$ cat config.mk
export PLATFORM = sky130hd
export DESIGN_NAME = gwm_ctrl
export DESIGN_NICKNAME = d
export VERILOG_FILES = /design/src/rtl/gwm_pkg.sv /design/src/rtl/gwm_ctrl.sv
export SDC_FILE = /design/constraint.sdc
export NUM_CORES = 1
export LEC_CHECK = 0
export ABC_AREA = 1
export BUFFER_PORTS_ARGS = -buffer_cell sky130_fd_sc_hd__clkbuf_2
export CAP_MARGIN = 20
export CORE_MARGIN = 5
export CORE_UTILIZATION = 35
export DETAILED_ROUTE_END_ITERATION = 8
export SETUP_SLACK_MARGIN = 0.2
export SLEW_MARGIN = 20
export SYNTH_ARGS = -nofsm -noshare
export SYNTH_HDL_FRONTEND = slang
export SYNTH_SLANG_ARGS = --single-unit
export TNS_END_PERCENT = 100
$ cat constraint.sdc
create_clock -name clk_i -period 1.45 [get_ports clk_i]
set_input_delay 0.145 -clock clk_i [delete_from_list [all_inputs] [get_ports clk_i]]
set_output_delay 0.145 -clock clk_i [all_outputs]
set_load 0.01 [all_outputs]
$ cat src/rtl/gwm_pkg.sv
// Shared constants, codes and controller/datapath types for the glob matcher.
package gwm_pkg;

  localparam int unsigned PATTERN_MAX_DEF = 64;
  localparam int unsigned ELEM_MAX_DEF    = 16;

  localparam logic [7:0] CH_STAR  = 8'h2A;
  localparam logic [7:0] CH_ANY   = 8'h3F;
  localparam logic [7:0] CH_ESC   = 8'h5C;
  localparam logic [7:0] CH_OPEN  = 8'h5B;
  localparam logic [7:0] CH_CLOSE = 8'h5D;
  localparam logic [7:0] CH_DASH  = 8'h2D;
  localparam logic [7:0] CH_BANG  = 8'h21;
  localparam logic [7:0] CH_CARET = 8'h5E;

  localparam logic [1:0] ST_MATCH   = 2'd0;
  localparam logic [1:0] ST_NOMATCH = 2'd1;
  localparam logic [1:0] ST_INVALID = 2'd2;

  localparam logic CMD_PATTERN = 1'b0;
  localparam logic CMD_TEXT    = 1'b1;

  typedef enum logic [3:0] {
    OP_NONE,
    OP_FILL,
    OP_LIT,
    OP_CLEAR,
    OP_TOGGLE,
    OP_ADD,
    OP_RANGE,
    OP_CLOSE,
    OP_CLOSE_DASH
  } dp_op_e;

  typedef struct packed {
    logic   first;
    logic   adv;
    dp_op_e op;
    logic   fin;
    logic   bad;
  } ctrl_cmd_t;

  typedef struct packed {
    logic at_end;
    logic full;
    logic ovf;
    logic have_prev;
    logic is_star;
    logic is_any;
    logic is_esc;
    logic is_open;
    logic is_close;
    logic is_dash;
    logic is_neg;
  } dp_stat_t;

endpackage

$ cat src/rtl/gwm_ctrl.sv
// Compile sequencer: walks the stored pattern and steers the datapath.
module gwm_ctrl import gwm_pkg::*; (
  input  logic      clk_i,
  input  logic      rst_ni,
  input  logic      go_i,
  input  dp_stat_t  stat_i,
  output ctrl_cmd_t cmd_o,
  output logic      busy_o
);

  typedef enum logic [7:0] {
    S_IDLE     = 8'b0000_0001,
    S_PREP     = 8'b0000_0010,
    S_TOP      = 8'b0000_0100,
    S_ESC      = 8'b0000_1000,
    S_SET      = 8'b0001_0000,
    S_SET_ESC  = 8'b0010_0000,
    S_DASH     = 8'b0100_0000,
    S_DASH_ESC = 8'b1000_0000
  } state_e;

  state_e state_q, state_d;

  always_ff @(posedge clk_i or negedge rst_ni) begin
    if (!rst_ni) begin
      state_q <= S_IDLE;
    end else begin
      state_q <= state_d;
    end
  end

  assign busy_o = (state_q != S_IDLE);

  always_comb begin
    state_d = state_q;
    cmd_o   = '{first: 1'b0, adv: 1'b0, op: OP_NONE, fin: 1'b0, bad: 1'b0};
    unique case (state_q)
      S_IDLE: begin
        if (go_i) state_d = S_PREP;
      end
      S_PREP: begin
        cmd_o.first = 1'b1;
        if (stat_i.ovf) begin
          cmd_o.fin = 1'b1;
          cmd_o.bad = 1'b1;
          state_d   = S_IDLE;
        end else begin
          state_d = S_TOP;
        end
      end
      S_TOP: begin
        if (stat_i.at_end) begin
          cmd_o.fin = 1'b1;
          state_d   = S_IDLE;
        end else if (stat_i.full) begin
          cmd_o.fin = 1'b1;
          cmd_o.bad = 1'b1;
          state_d   = S_IDLE;
        end else begin
          cmd_o.adv = 1'b1;
          if (stat_i.is_star || stat_i.is_any) begin
            cmd_o.op = OP_FILL;
          end else if (stat_i.is_esc) begin
            state_d = S_ESC;
          end else if (stat_i.is_open) begin
            cmd_o.op = OP_CLEAR;
            state_d  = S_SET;
          end else begin
            cmd_o.op = OP_LIT;
          end
        end
      end
      S_ESC: begin
        if (stat_i.at_end) begin
          cmd_o.fin = 1'b1;
          cmd_o.bad = 1'b1;
          state_d   = S_IDLE;
        end else begin
          cmd_o.adv = 1'b1;
          cmd_o.op  = OP_LIT;
          state_d   = S_TOP;
        end
      end
      S_SET: begin
        if (stat_i.at_end) begin
          cmd_o.fin = 1'b1;
          cmd_o.bad = 1'b1;
          state_d   = S_IDLE;
        end else begin
          cmd_o.adv = 1'b1;
          if (stat_i.is_close) begin
            cmd_o.op = OP_CLOSE;
            state_d  = S_TOP;
          end else if (stat_i.is_neg) begin
            cmd_o.op = OP_TOGGLE;
          end else if (stat_i.is_esc) begin
            state_d = S_SET_ESC;
          end else if (stat_i.is_dash && stat_i.have_prev) begin
            state_d = S_DASH;
          end else begin
            cmd_o.op = OP_ADD;
          end
        end
      end
      S_SET_ESC: begin
        if (stat_i.at_end) begin
          cmd_o.fin = 1'b1;
          cmd_o.bad = 1'b1;
          state_d   = S_IDLE;
        end else begin
          cmd_o.adv = 1'b1;
          cmd_o.op  = OP_ADD;
          state_d   = S_SET;
        end
      end
      S_DASH: begin
        if (stat_i.at_end) begin
          cmd_o.fin = 1'b1;
          cmd_o.bad = 1'b1;
          state_d   = S_IDLE;
        end else begin
          cmd_o.adv = 1'b1;
          // A dash right before the closing bracket is a plain member.
          if (stat_i.is_close) begin
            cmd_o.op = OP_CLOSE_DASH;
            state_d  = S_TOP;
          end else if (stat_i.is_esc) begin
            state_d = S_DASH_ESC;
          end else begin
            cmd_o.op = OP_RANGE;
            state_d  = S_SET;
          end
        end
      end
      S_DASH_ESC: begin
        if (stat_i.at_end) begin
          cmd_o.fin = 1'b1;
          cmd_o.bad = 1'b1;
          state_d   = S_IDLE;
        end else begin
          cmd_o.adv = 1'b1;
          cmd_o.op  = OP_RANGE;
          state_d   = S_SET;
        end
      end
      default: begin
        state_d = S_IDLE;
      end
    endcase
  end

endmodule

==> run metrics <==
post-synth cell types=20; Fmax=0.573 GHz; r2r startpoint=state_q[1]; DRC=0; dpl cells=~190; CP Data Required Time=about 1.3 ns; antenna violations before repair=0; CTS tree=done; share of cells above drive strength 1=49.4%; Max Slew Vio Count=0; post-DR wirelength/cell=around 11 um; Critical Setup Path Class=reg -> out; Worst EP arrival=about 1.6 ns; First DRT Iteration DRCs=26; reg2reg setup slack=-0.11 ns; Top FF cell, synth=dfrtp_1; violated checks=negative setup slack; crit start category=register; EDFF count, synth=0; share of the synthesized area in the top cell type=between 20 and 25%; status=finished, violations left; worst hold path class=in -> reg; synth-to-layout area growth=62.9%; Top Ports=23; VDD IR max=~0.46 mV; Layout Skew=between 0.004 and 0.005 ns; clk buf depth=2; Syn Nets=between 100 and 150; Horiz. Die Dim=between 50 and 60 um; final period utilization=120%; post-synthesis async set-or-reset flop share=100%; Reg2Reg Depth=9; post-DP HPWL=around 1.9 mm; CTS Buf Count=3; max-cap violation count=0; # clock sinks=8; largest net degree at the start of global routing=10; port buffer count=22; top post-synthesis cells by area=dfrtp_1 (22%), nand2_1 (18%), inv_1 (11%); NumNets Final=between 150 and 200; Worst-Skew Late Latency=between 0.2 and 0.3 ns; CTS H-tree lvls=1; Worst Setup SP=state_q[0]; Top Registers=state_q (8); RSZ-0062 raised after global routing=yes; post-route setup slack=-0.294 ns; most frequent cell after synthesis=nand2_1; worst setup path endpoint=cmd_o[3]; Routability Congestion=0.868; area leader, netlist=dfrtp_1; First-pass DRT Iterations=6; Leakage=a little over 0.0007 uW; reg2reg end=state_q[3]; die area=3280 um^2; Via Count=998; clock transition at the registers of the reported paths=0.05 ns; Synth Instances=approximately 130; n_diodes=0; Rel. slew slack=between 80 and 90%; Mapped Area=~780 um^2; PwrDens=approximately 830 nW/um^2; antenna-violating nets left=0; total power=1060 uW; GRT Overall Usage=15.9%; first-pass GRT wire length=between 4 and 5 mm; mean area per synthesized cell=approximately 6 um^2; Synth top cells by count=nand2_1 (37), inv_1 (23), nor2_1 (18); Die H=between 50 and 60 um; Hold Violations, Final=0; Biggest register=state_q; Core Footprint=roughly 2200 um^2; Initial Util=between 30% and 40%; vias in the first global route=between 900 and 1,000; clock root cell=clkbuf_4; critical-path maximum fanout=5; Slew @ Worst Pin=approximately 0.23 ns; register area share after synthesis=between 20% and 30%; grt total ovfl=0; Largest register FFs=8; Post-Route WL=about 2.3 mm; Filler cells=224; YS warnings=0; Rows=17; DR vias/cell=about 4.8; crit path capture type=output pin; crit path time final=between 1.5 and 2 ns; number of synthesized register bits=8; fin cells=between 200 and 250; Setup violations, final=15
worst max-delay path, cell delays in order, from the launching register on:
cell and delay, ns:
dfstp_2 0.55, nor2_2 0.06, nand2_2 0.08, inv_4 0.06
nand2_2 0.08, inv_2 0.06, nand2_2 0.06, o21ai_2 0.06
nor2_1 0.13, o21ai_2 0.07, buf_2 0.14
layer usage:
metal	track usage, %	up-vias	part of all wire [%]
met5	0	-	0
met3	3.17	2	4.6
met4	6.29	0	0.90
met2	28.2	22	53
li1	-	513	-
met1	18.5	461	41
power breakdown:
group / switching, uW / internal, uW
sequential: 32.2 / 267
clock: 73.4 / 105
combinational: 326 / 258
total: 432 / 630
timing repair:
item / in CTS / in global routing
resized for setup: 10 / 26
setup buffers: 7 / 3
endpoints found under the setup margin: 16 / 17
endpoints found under the hold margin: 8 / 0
pin swaps: 7 / 8
hold buffers: 1 / 0
cloned: 0 / 0
cells by family (layout without fill, tap and decap cells):
group	Yosys count	in the layout	share of synthesized area [%]
AO/OA/AOI/OAI	13	13	9.58
buffers and inverters	26	72	12.9
flip-flops	8	8	25.7
AND/OR/NAND/NOR	85	85	51.8
area by class of cell:
class	instances	area (um^2)	area share, %
multi-input cells	98	616	48.2
flip-flops and latches	8	201	15.8
clock buffers	4	26.3	2.06
well taps	28	35.0	2.75
inverters	25	98.8	7.75
repair buffers	43	299	23.4
metrics by stage:
step / setup slack [ns] / setup TNS, ns / instance area, um^2 / hold WS [ns] / utilization [%]
after global routing: -0.401 / -4.00 / 1280 / 0.127 / 58.8
after detailed placement: -0.0211 / -0.0407 / 1020 / -0.00166 / 47.1
after floorplan: 0.161 / 0 / 810 / -0.151 / -
final: -0.294 / -2.41 / 1280 / 0.124 / 58.8
after global placement: 0.0106 / 0 / 1020 / -0.00506 / 47.1
after CTS: -0.277 / -2.09 / 1160 / 0.115 / 53.5
worst min path at each step:
stage               from          to  slack, ns  depth (start not counted)
2_1_floorplan     rst_ni  state_q[1]      -0.15                          0
3_3_place_gp      rst_ni  state_q[5]     -0.005                          1
3_5_place_dp      rst_ni  state_q[6]     -0.002                          1
4_1_cts        stat_i[8]  state_q[2]       0.12                          2
5_1_grt        stat_i[8]  state_q[2]       0.13                          2
6_report       stat_i[8]  state_q[2]       0.12                          2
placed cells by master (no fill, tap or decap), types with 5 or more instances in the layout:
cell and n:
nand2_1 25, inv_1 20, clkbuf_2 19, buf_4 17, nor2_1 13, nand2_2 9, nand3_1 8, dfrtp_1 7
nor3_2 5, nand3_2 5
(Power assumes the default switching activity.)
